$ cat config.mk
export PLATFORM = sky130hd
export DESIGN_NAME = ffha_ctrl
export DESIGN_NICKNAME = d
export VERILOG_FILES = /design/src/rtl/ffha_pkg.sv /design/src/rtl/ffha_ctrl.sv
export SDC_FILE = /design/constraint.sdc
export NUM_CORES = 1
export LEC_CHECK = 0
export ABC_CLOCK_PERIOD_IN_PS = 1800
export BUFFER_PORTS_ARGS = -buffer_cell sky130_fd_sc_hd__buf_2
export CAP_MARGIN = 20
export CORE_AREA = 5 5 42 44
export CTS_CLUSTER_SIZE = 8
export DETAILED_ROUTE_END_ITERATION = 10
export DIE_AREA = 0 0 47 49
export PLACE_DENSITY_LB_ADDON = 0.12
export SLEW_MARGIN = 10
export SYNTH_ARGS = -nofsm -noshare
export SYNTH_HDL_FRONTEND = slang
export SYNTH_SLANG_ARGS = --single-unit
export TNS_END_PERCENT = 20
$ cat constraint.sdc
create_clock -name i_clk -period 1.8 [get_ports i_clk]
set_input_delay 0.27 -clock i_clk [delete_from_list [all_inputs] [get_ports i_clk]]
set_output_delay 0.27 -clock i_clk [all_outputs]
set_load 0.01 [all_outputs]
$ cat src/rtl/ffha_pkg.sv
// First-fit heap allocator: shared types, codes and helpers.
// Used by the controller, the datapath and the top level; depends on nothing.
`timescale 1ns / 1ps

package ffha_pkg;

    localparam int unsigned HEAP_WORDS_DEF = 1024;
    localparam int unsigned HDR_BYTES      = 8;
    localparam int unsigned MIN_LEN        = 16;
    localparam logic [12:0] HEAP_LEN_RST   = 13'd4096;

    localparam logic ACT_ALLOC = 1'b0;
    localparam logic ACT_FREE  = 1'b1;

    typedef struct packed {
        logic        action;
        logic [12:0] request_size;
        logic [11:0] block_address;
    } t_item;

    typedef struct packed {
        logic        granted;
        logic [11:0] payload_address;
    } t_result;

    typedef enum logic [4:0] {
        ST_FMT_HEAD,
        ST_FMT_SIZE,
        ST_FMT_END,
        ST_FMT_END_SIZE,
        ST_IDLE,
        ST_RD_NEXT,
        ST_RD_SIZE,
        ST_EVAL,
        ST_RUN_SIZE,
        ST_RUN_NEXT,
        ST_SPLIT_USED,
        ST_SPLIT_NEXT,
        ST_TAIL_NEXT,
        ST_TAIL_SIZE,
        ST_FREE_CHK,
        ST_FREE_WR
    } t_state;

    typedef enum logic [3:0] {
        MEM_IDLE,
        MEM_RD_NEXT,
        MEM_RD_SIZE,
        MEM_RD_FREE,
        MEM_WR_FMT_HEAD,
        MEM_WR_FMT_SIZE,
        MEM_WR_FMT_END,
        MEM_WR_FMT_END_SIZE,
        MEM_WR_RUN_SIZE,
        MEM_WR_RUN_NEXT,
        MEM_WR_USED_SIZE,
        MEM_WR_SPLIT_NEXT,
        MEM_WR_TAIL_NEXT,
        MEM_WR_TAIL_SIZE,
        MEM_WR_FREE
    } t_mem_op;

    typedef struct packed {
        t_mem_op mem_op;
        logic    ld_alloc;
        logic    ld_free;
        logic    cap_next;
        logic    advance;
        logic    mark_q;
        logic    set_scan_q;
        logic    clear_scan;
        logic    finish;
        logic    grant;
    } t_dp_cmd;

    typedef struct packed {
        logic next_zero;
        logic used;
        logic guard_fail;
        logic fits;
        logic free_ok;
    } t_dp_sts;

    // Usable length: round up to a word, clamp to [MIN_LEN, cap].
    function automatic logic [31:0] eff_len(input logic [12:0] hl, input logic [31:0] cap);
        logic [31:0] l;
        l = (32'(hl) + 32'd3) & ~32'd3;
        if (l > cap) l = cap;
        if (l < 32'(MIN_LEN)) l = 32'(MIN_LEN);
        return l;
    endfunction

endpackage

$ cat src/rtl/ffha_ctrl.sv
// Allocator controller: sequences format, header walk, split and free.
// Depends on ffha_pkg; drives the datapath through t_dp_cmd, reads t_dp_sts.
`timescale 1ns / 1ps

module ffha_ctrl (
    input  logic              i_clk,
    input  logic              i_rst_n,
    input  logic              i_start,
    input  logic              i_action,
    input  logic              i_cfg_we,
    input  ffha_pkg::t_dp_sts i_sts,
    output ffha_pkg::t_dp_cmd o_cmd,
    output logic              o_busy
);

    ffha_pkg::t_state r_state, n_state;
    logic             r_merge, n_merge;

    always_ff @(posedge i_clk) begin
        if (!i_rst_n) begin
            r_state <= ffha_pkg::ST_FMT_HEAD;
            r_merge <= 1'b0;
        end else begin
            r_state <= n_state;
            r_merge <= n_merge;
        end
    end

    always_comb begin
        n_state = r_state;
        n_merge = r_merge;
        o_cmd   = '0;
        o_cmd.mem_op = ffha_pkg::MEM_IDLE;
        unique case (r_state)
            ffha_pkg::ST_FMT_HEAD: begin
                o_cmd.mem_op = ffha_pkg::MEM_WR_FMT_HEAD;
                n_state = ffha_pkg::ST_FMT_SIZE;
            end
            ffha_pkg::ST_FMT_SIZE: begin
                o_cmd.mem_op = ffha_pkg::MEM_WR_FMT_SIZE;
                n_state = ffha_pkg::ST_FMT_END;
            end
            ffha_pkg::ST_FMT_END: begin
                o_cmd.mem_op = ffha_pkg::MEM_WR_FMT_END;
                n_state = ffha_pkg::ST_FMT_END_SIZE;
            end
            ffha_pkg::ST_FMT_END_SIZE: begin
                o_cmd.mem_op = ffha_pkg::MEM_WR_FMT_END_SIZE;
                o_cmd.clear_scan = 1'b1;
                n_state = ffha_pkg::ST_IDLE;
            end
            ffha_pkg::ST_IDLE: begin
                n_merge = 1'b0;
                priority if (i_cfg_we) begin
                    n_state = ffha_pkg::ST_FMT_HEAD;
                end else if (i_start) begin
                    if (i_action == ffha_pkg::ACT_FREE) begin
                        o_cmd.ld_free = 1'b1;
                        n_state = ffha_pkg::ST_FREE_CHK;
                    end else begin
                        o_cmd.ld_alloc = 1'b1;
                        n_state = ffha_pkg::ST_RD_NEXT;
                    end
                end else begin
                    n_state = ffha_pkg::ST_IDLE;
                end
            end
            ffha_pkg::ST_RD_NEXT: begin
                o_cmd.mem_op = ffha_pkg::MEM_RD_NEXT;
                n_state = ffha_pkg::ST_RD_SIZE;
            end
            ffha_pkg::ST_RD_SIZE: begin
                o_cmd.mem_op = ffha_pkg::MEM_RD_SIZE;
                o_cmd.cap_next = 1'b1;
                n_state = ffha_pkg::ST_EVAL;
            end
            ffha_pkg::ST_EVAL: begin
                if (!r_merge) begin
                    // skip used blocks; a free block opens a run
                    if (i_sts.next_zero || i_sts.guard_fail) begin
                        o_cmd.finish = 1'b1;
                        n_state = ffha_pkg::ST_IDLE;
                    end else begin
                        o_cmd.advance = 1'b1;
                        if (!i_sts.used) begin
                            o_cmd.mark_q = 1'b1;
                            n_merge = 1'b1;
                        end
                        n_state = ffha_pkg::ST_RD_NEXT;
                    end
                end else begin
                    priority if (i_sts.used || i_sts.next_zero) begin
                        n_state = i_sts.fits ? ffha_pkg::ST_SPLIT_USED
                                             : ffha_pkg::ST_RUN_SIZE;
                    end else if (i_sts.guard_fail) begin
                        o_cmd.finish = 1'b1;
                        n_state = ffha_pkg::ST_IDLE;
                    end else begin
                        o_cmd.advance = 1'b1;
                        n_state = ffha_pkg::ST_RD_NEXT;
                    end
                end
            end
            ffha_pkg::ST_RUN_SIZE: begin
                o_cmd.mem_op = ffha_pkg::MEM_WR_RUN_SIZE;
                n_state = ffha_pkg::ST_RUN_NEXT;
            end
            ffha_pkg::ST_RUN_NEXT: begin
                // run too small: keep the merged block, clear the merge flag, resume skipping at the run end
                o_cmd.mem_op = ffha_pkg::MEM_WR_RUN_NEXT;
                n_merge = 1'b0;
                n_state = ffha_pkg::ST_RD_NEXT;
            end
            ffha_pkg::ST_SPLIT_USED: begin
                o_cmd.mem_op = ffha_pkg::MEM_WR_USED_SIZE;
                n_state = ffha_pkg::ST_SPLIT_NEXT;
            end
            ffha_pkg::ST_SPLIT_NEXT: begin
                o_cmd.mem_op = ffha_pkg::MEM_WR_SPLIT_NEXT;
                n_state = ffha_pkg::ST_TAIL_NEXT;
            end
            ffha_pkg::ST_TAIL_NEXT: begin
                o_cmd.mem_op = ffha_pkg::MEM_WR_TAIL_NEXT;
                n_state = ffha_pkg::ST_TAIL_SIZE;
            end
            ffha_pkg::ST_TAIL_SIZE: begin
                o_cmd.mem_op = ffha_pkg::MEM_WR_TAIL_SIZE;
                o_cmd.set_scan_q = 1'b1;
                o_cmd.finish = 1'b1;
                o_cmd.grant = 1'b1;
                n_state = ffha_pkg::ST_IDLE;
            end
            ffha_pkg::ST_FREE_CHK: begin
                if (i_sts.free_ok) begin
                    o_cmd.mem_op = ffha_pkg::MEM_RD_FREE;
                    n_state = ffha_pkg::ST_FREE_WR;
                end else begin
                    o_cmd.finish = 1'b1;
                    n_state = ffha_pkg::ST_IDLE;
                end
            end
            ffha_pkg::ST_FREE_WR: begin
                o_cmd.mem_op = ffha_pkg::MEM_WR_FREE;
                o_cmd.clear_scan = 1'b1;
                o_cmd.finish = 1'b1;
                o_cmd.grant = 1'b1;
                n_state = ffha_pkg::ST_IDLE;
            end
            default: begin
                n_state = ffha_pkg::ST_IDLE;
            end
        endcase
    end

    assign o_busy = (r_state != ffha_pkg::ST_IDLE);

`ifndef SYNTHESIS
    a_merge_only_in_walk: assert property (@(posedge i_clk) disable iff (!i_rst_n)
        r_merge |-> (r_state == ffha_pkg::ST_RD_NEXT || r_state == ffha_pkg::ST_RD_SIZE ||
                     r_state == ffha_pkg::ST_EVAL || r_state == ffha_pkg::ST_RUN_SIZE ||
                     r_state == ffha_pkg::ST_RUN_NEXT || r_state == ffha_pkg::ST_SPLIT_USED ||
                     r_state == ffha_pkg::ST_SPLIT_NEXT || r_state == ffha_pkg::ST_TAIL_NEXT ||
                     r_state == ffha_pkg::ST_TAIL_SIZE || r_state == ffha_pkg::ST_IDLE))
        else $error("merge flag set outside the header walk");
    a_finish_ends_item: assert property (@(posedge i_clk) disable iff (!i_rst_n)
        o_cmd.finish |=> (r_state == ffha_pkg::ST_IDLE))
        else $error("item finished but controller did not return to idle");
    a_grant_with_finish: assert property (@(posedge i_clk) disable iff (!i_rst_n)
        o_cmd.grant |-> o_cmd.finish)
        else $error("grant raised outside the last state of an item");
`endif

endmodule

==> impl_metrics.csv, run 1 <==
group,metric,value,unit
routing,vias,612,
pwr,powerDensity,618,nW/um^2
worst_setup_path,worstSetupPathType,"reg2out",
routing,wire_per_inst,12.0,um
routing,avgViaCountPerCell,5.14,
synthesis,yosys.area.top_type,"dfxtp_1",
finish,drive_gt1_share,41.7,%
worst_setup_path,rr_startpoint,"r_state[1]",
die,die_w,47,um
die,io_pins,24,
synthesis,postSynthCellCount,71,
die,die-area,2300,um^2
timing,drv_slew,0,
global_routing,grt_pass1_vias,509,
global_routing,gr-total-overflow,0,
die,fp-row-count,14,
min_path,min_from,"i_rst_n",
synthesis,yosysWarningCount,0,
routing,remaining_drc_errors,0,
global_routing,antenna_found_initial,0,
min_path,hold_depth,2,
worst_setup_path,start_kind,"flop",
cts,clock_path_buffers,2,
finish,antennaDiodeCount,0,
cts,cts.clk_slew.worst_paths,0.04,ns
finish,area_growth,46.3,%
global_routing,grt_pass1_wl,2090,um
routing,wirelength,1420,um
timing,max_freq,556,MHz
worst_setup_path,reg2reg_depth,7,
timing,hold_slack,0.305,ns
die,die_height,49,um
timing,rsz0062_at_grt,"true",
synthesis,synthTopCellsByArea,"dfxtp_1 (21%), nand2_1 (7.9%), a21oi_1 (4.2%), o21ai_1 (4.2%), a31oi_1 (3.9%)",
cts,cts.sinks,5,
place,dp_hpwl,1070,um
synthesis,postSynthAreaPerCell,6.73,um^2
worst_setup_path,crit_required,1.53,ns
outcome,status,"completed",
die,core,1400,um^2
min_path,hold_end,"r_state[2]",
pwr,vdd_drop_max,383,uV
place,io_buffers,23,
synthesis,async_flop_share,0,%
worst_setup_path,r2r-end,"r_state[0]",
worst_setup_path,r2r_setup_slack,0.09,ns
synthesis,ys_ff_latch,5,
timing,worst_pin_slew,0.227,ns
finish,fin_nets,114,
timing,fin_crit_sh,99.9,%
cts,clk_root_buffer_cell,"clkbuf_4",
die,start_util,34.1,%
place,place_ws,0.213,ns
global_routing,grt_max_degree,14,
synthesis,synth_nets,81,
routing,drtIter0Drc,18,
synthesis,synth.yosys.seq_area_share,20.9,%
cts,h-tree-depth,1,
timing,hold_viol,0,
min_path,min_path_type,"in2reg",
timing,finalCriticalPeriod,1.80,ns
cts,cts_made_buffers,3,
worst_setup_path,end_kind,"primary output",
synthesis,synth_cell_types,32,
routing,first_pass_iters,4,
synthesis,syn_area,478,um^2
pwr,total_power,0.432,mW
timing,slew-limit-headroom,84.8,%
timing,worst_slack,0.00159,ns
worst_setup_path,cp.arrival,1.53,ns
synthesis,ys.flop_type,"dfxtp_1",
routing,drtAntennaViolNets,0,
flow_run,maxCapViolations,0,
timing,skew,0.000141,ns
worst_setup_path,critPathMaxFanout,2,
synthesis,yosysTopAreaCellShare,20.9,%
global_routing,grt_usage,12.0,%
pwr,power.leakage,0.338,nW
synthesis,synth_edf_count,0,
place,place.gp.congestion,0.777,
cts,clk_latency,0.24,ns
timing,setup-violations-final,0,
cts,cts_tree,"yes",
## where the power goes
group	total, mW	switching, mW	internal (mW)
Clock	0.130	0.0458	0.0838
Combinational	0.175	0.0970	0.0780
Sequential	0.127	0.00500	0.122
## worst max path at each step
stage | startpoint | end | slack [ns] | depth (start not counted)
final | r_state[1] | o_cmd[7] | 0.002 | 5
after global routing | r_state[1] | o_cmd[8] | -0.06 | 5
after CTS | r_state[1] | o_cmd[8] | -0.02 | 5
after detailed placement | r_state[0] | o_cmd[7] | 0.21 | 5
after global placement | r_state[0] | o_cmd[7] | 0.20 | 5
after floorplan | r_state[1] | o_cmd[7] | 0.27 | 4
## synth_stat cells, drive strengths merged, types with 2 or more instances
master and count:
a31oi 3, nand2b 3, nor3 3, o21ai 7
buf 2, dfxtp 5, a21boi 3, nand3 2
nor3b 2, nor2b 2, nand2 10, inv 5
clkbuf 2, a21oi 4, nor2 5
## repair_timing
| action | CTS | global route |
|---|---|---|
| buffers inserted | 5 | 0 |
| hold buffers | 0 | 0 |
| endpoints found under the setup margin | 2 | 5 |
| resized for setup | 1 | 3 |
| pin swaps | 2 | 1 |
## layout make-up
type                       instances  area [um^2]
inverter                           5         18.8
clock buffer                       4         26.3
timing repair buffer              32          183
fill                             154          702
tap                               16         20.0
multi-input combinational         57          349
sequential                         5          103
## metal layers
layer	GRT usage (%)	routed length (um)
met5	0	0
met4	4.15	0
met2	18.3	664
met3	2.58	107
met1	16.0	651
## placed cells by master, fill, tap and decap left out, drive strengths merged
cell type / n
a21boi: 3
o22a: 1
o21ai: 7
nand2b: 3
o21a: 1
and3b: 1
nor3: 3
buf: 32
nor3b: 2
o22ai: 1
nand3: 2
mux2: 1
a31oi: 3
dfxtp: 5
o221a: 1
or4b: 1
or2: 1
inv: 5
nor2b: 2
mux2i: 1
o211ai: 1
or3: 1
nor2: 5
clkbuf: 4
nand2: 10
a21o: 1
o31ai: 1
a21oi: 4
## logic make-up after synthesis
| kind of cell | share of synthesized area (%) |
|---|---|
| and+or+nand+nor | 35.1 |
| AOI/OAI and AO/OA | 31.9 |
| buffers and inverters | 7.59 |
| DFF | 20.9 |
| muxes | 4.45 |
## critical path, cell delays in order (launching register included)
cell     delay, ns
dfxtp_1       0.30
or4b_4        0.54
nor3b_2       0.19
nand2_1       0.09
inv_1         0.05
buf_2         0.12
## per-stage QoR
stage,setup TNS (ns),util [%],area [um^2],instances
finish,0,49.9,699,119
global route,-0.114,49.9,699,119
CTS,-0.0459,49.3,691,119
detailed placement,0,44.6,626,110
global placement,0,44.6,626,110
floorplan,0,-,478,71
## registers in the layout, indices dropped and copies added, names as in the netlist
name     cells
r_merge      1
r_state      4
No activity file was read; power rests on OpenSTA's default activity.
==> inputs of run 2 (changes only) <==
- ABC_CLOCK_PERIOD_IN_PS: 1800 -> 1500
- clock period: 1.8 -> 1.5 ns (I/O delays scaled with it)
==> run 2 against run 1 <==
Compared with the run above:
- final cell count is 2.5% higher
- critical path depth stayed put
- cell area is 6.3% higher
- clock skew is 0.0060 ns higher
- the flow now finishes with violations (negative setup slack)
- worst hold slack worse by 0.056 ns
- combinational power is 26% higher
- largest power group unchanged
- global-route usage is 1.7 points higher
- core utilization is 3.1 points higher
- die area stayed put
==> impl_metrics.csv, run 2 (synthesis gave the netlist of run 1 again) <==
group,metric,value,unit
pwr,p_comb_share,41.2,%
die,die_height,49,um
routing,wirelength,1480,um
cts,cts.clk_slew.worst_paths,0.05,ns
pwr,power.leakage,0.362,nW
finish,fin_nets,117,
worst_setup_path,crit_end,"o_cmd[8]",
global_routing,antenna_found_initial,0,
place,dp_cells,116,
pwr,switching_share,35.3,%
finish,drive_gt1_share,43.4,%
routing,remaining_drc_errors,0,
timing,drv_slew,0,
outcome,status,"finished, violations left",
finish,instances_no_fill,122,
global_routing,grt_pass1_wl,2250,um
finish,largest_registers,"r_state: 4 flops, r_merge: 1 flops",
timing,hold_viol,0,
timing,slew-limit-headroom,85.3,%
die,core,1400,um^2
global_routing,grt_max_degree,14,
finish,post-route-util,53.0,%
worst_setup_path,r2r-end,"r_state[0]",
place,place.gp.congestion,0.784,
worst_setup_path,critPathMaxFanout,2,
place,io_buffers,23,
timing,rsz0062_at_grt,"true",
die,die_w,47,um
min_path,min_path_type,"in2reg",
cts,clk_latency,0.25,ns
worst_setup_path,crit_required,1.27,ns
global_routing,grt_usage,13.7,%
global_routing,gr-total-overflow,0,
outcome,violations,"negative setup slack",
routing,avgViaCountPerCell,5.25,
timing,worst_slack,-0.309,ns
pwr,vdd_drop_max,249,uV
worst_setup_path,rr_startpoint,"r_state[0]",
cts,clk_root_buffer_cell,"clkbuf_4",
pwr,internal_power,0.346,mW
cts,h-tree-depth,1,
routing,first_pass_iters,4,
pwr,switchingPower,0.189,mW
worst_setup_path,start_kind,"flop",
worst_setup_path,end_kind,"primary output",
die,die-area,2300,um^2
timing,setup-violations-final,11,
cts,cts.sinks,5,
timing,max_freq,553,MHz
global_routing,grt_pass1_vias,535,
cts,holdBufCountCts,0,
pwr,total_power,0.535,mW
pwr,power_frac_clock,30.5,%
worst_setup_path,r2r_setup_slack,-0.13,ns
flow_run,maxCapViolations,0,
cts,cts_tree,"yes",
die,fp-row-count,14,
place,dp_hpwl,1120,um
timing,worst_pin_slew,0.220,ns
routing,drtAntennaViolNets,0,
pwr,seqPwrFrac,28.2,%
routing,vias,641,
finish,antennaDiodeCount,0,
die,io_pins,24,
timing,skew,0.00610,ns
cts,clock_path_buffers,2,
worst_setup_path,worstSetupPathType,"reg2out",
routing,wire_per_inst,12.1,um
finish,final_common_cell,"buf_2",
timing,fin_crit_sh,121,%
worst_setup_path,cp.arrival,1.58,ns
min_path,min_from,"i_rst_n",
pwr,powerDensity,720,nW/um^2
worst_setup_path,reg2reg_depth,6,
finish,largest_reg_flops,4,
timing,finalCriticalPeriod,1.81,ns
routing,drtIter0Drc,10,
finish,fillerInstances,155,
cts,cts_made_buffers,3,
finish,final_cell_mix,"buf_2 (23), nand2_1 (9), buf_4 (9)",
worst_setup_path,critPathLaunch,"r_state[0]",
timing,hold_slack,0.250,ns
die,start_util,34.1,%
finish,area_growth,55.5,%
finish,largest_register,"r_state",
==> run 2: cell type report <==
cell class | instances | area [um^2] | area share (%)
Multi-Input combinational cell | 57 | 359 | 48.3
Sequential cell | 5 | 100 | 13.5
Tap cell | 16 | 20.0 | 2.69
Timing Repair Buffer | 35 | 216 | 29.1
Inverter | 5 | 21.3 | 2.86
Clock buffer | 4 | 26.3 | 3.54
==> run 2: power groups by stage <==
stage	logic (mW)	registers [mW]	clock network, mW
2_1_floorplan	0.127	0.157	0
5_1_grt	0.243	0.152	0.182
3_5_place_dp	0.206	0.154	0
3_3_place_gp	0.207	0.153	0
6_report	0.221	0.151	0.163
4_1_cts	0.210	0.151	0.171
==> run 2: how the worst min path moves through the flow <==
stage	end	slack [ns]	cells after the start
floorplan	r_merge	0.36	2
global placement	r_state[2]	0.52	2
detailed placement	r_state[2]	0.50	2
CTS	r_state[2]	0.24	2
global route	r_state[2]	0.24	2
finish	r_state[2]	0.25	2
==> run 2: critical path, stage by stage, from the launching register on <==
cell	delay, ns
dfxtp_1	0.30
or4b_4	0.55
nor3b_4	0.22
nand2b_1	0.10
inv_1	0.06
buf_2	0.12
==> run 2: what timing repair did <==
| action | 4_1_cts | 5_1_grt |
|---|---|---|
| setup buffers | 1 | 1 |
| setup endpoints to repair | 10 | 15 |
| endpoints found under the hold margin | 0 | 0 |
| pin swaps | 1 | 3 |
| resized for setup | 4 | 5 |
==> run 2: layer usage <==
layer / global-route usage, % / wire length (um) / vias up
met5: 0 / 0 / -
met4: 13.4 / 51 / 0
met3: 2.21 / 101 / 5
met2: 19.5 / 692 / 24
met1: 16.2 / 635 / 286
li1: - / - / 326
==> run 2: per-stage QoR <==
stage	setup TNS, ns	setup WS, ns	area (um^2)
floorplan	0	0.0177	478
global placement	0	0.0215	671
detailed placement	-0.0302	-0.0211	671
CTS	-1.36	-0.303	718
global route	-2.54	-0.371	743
finish	-1.47	-0.309	743
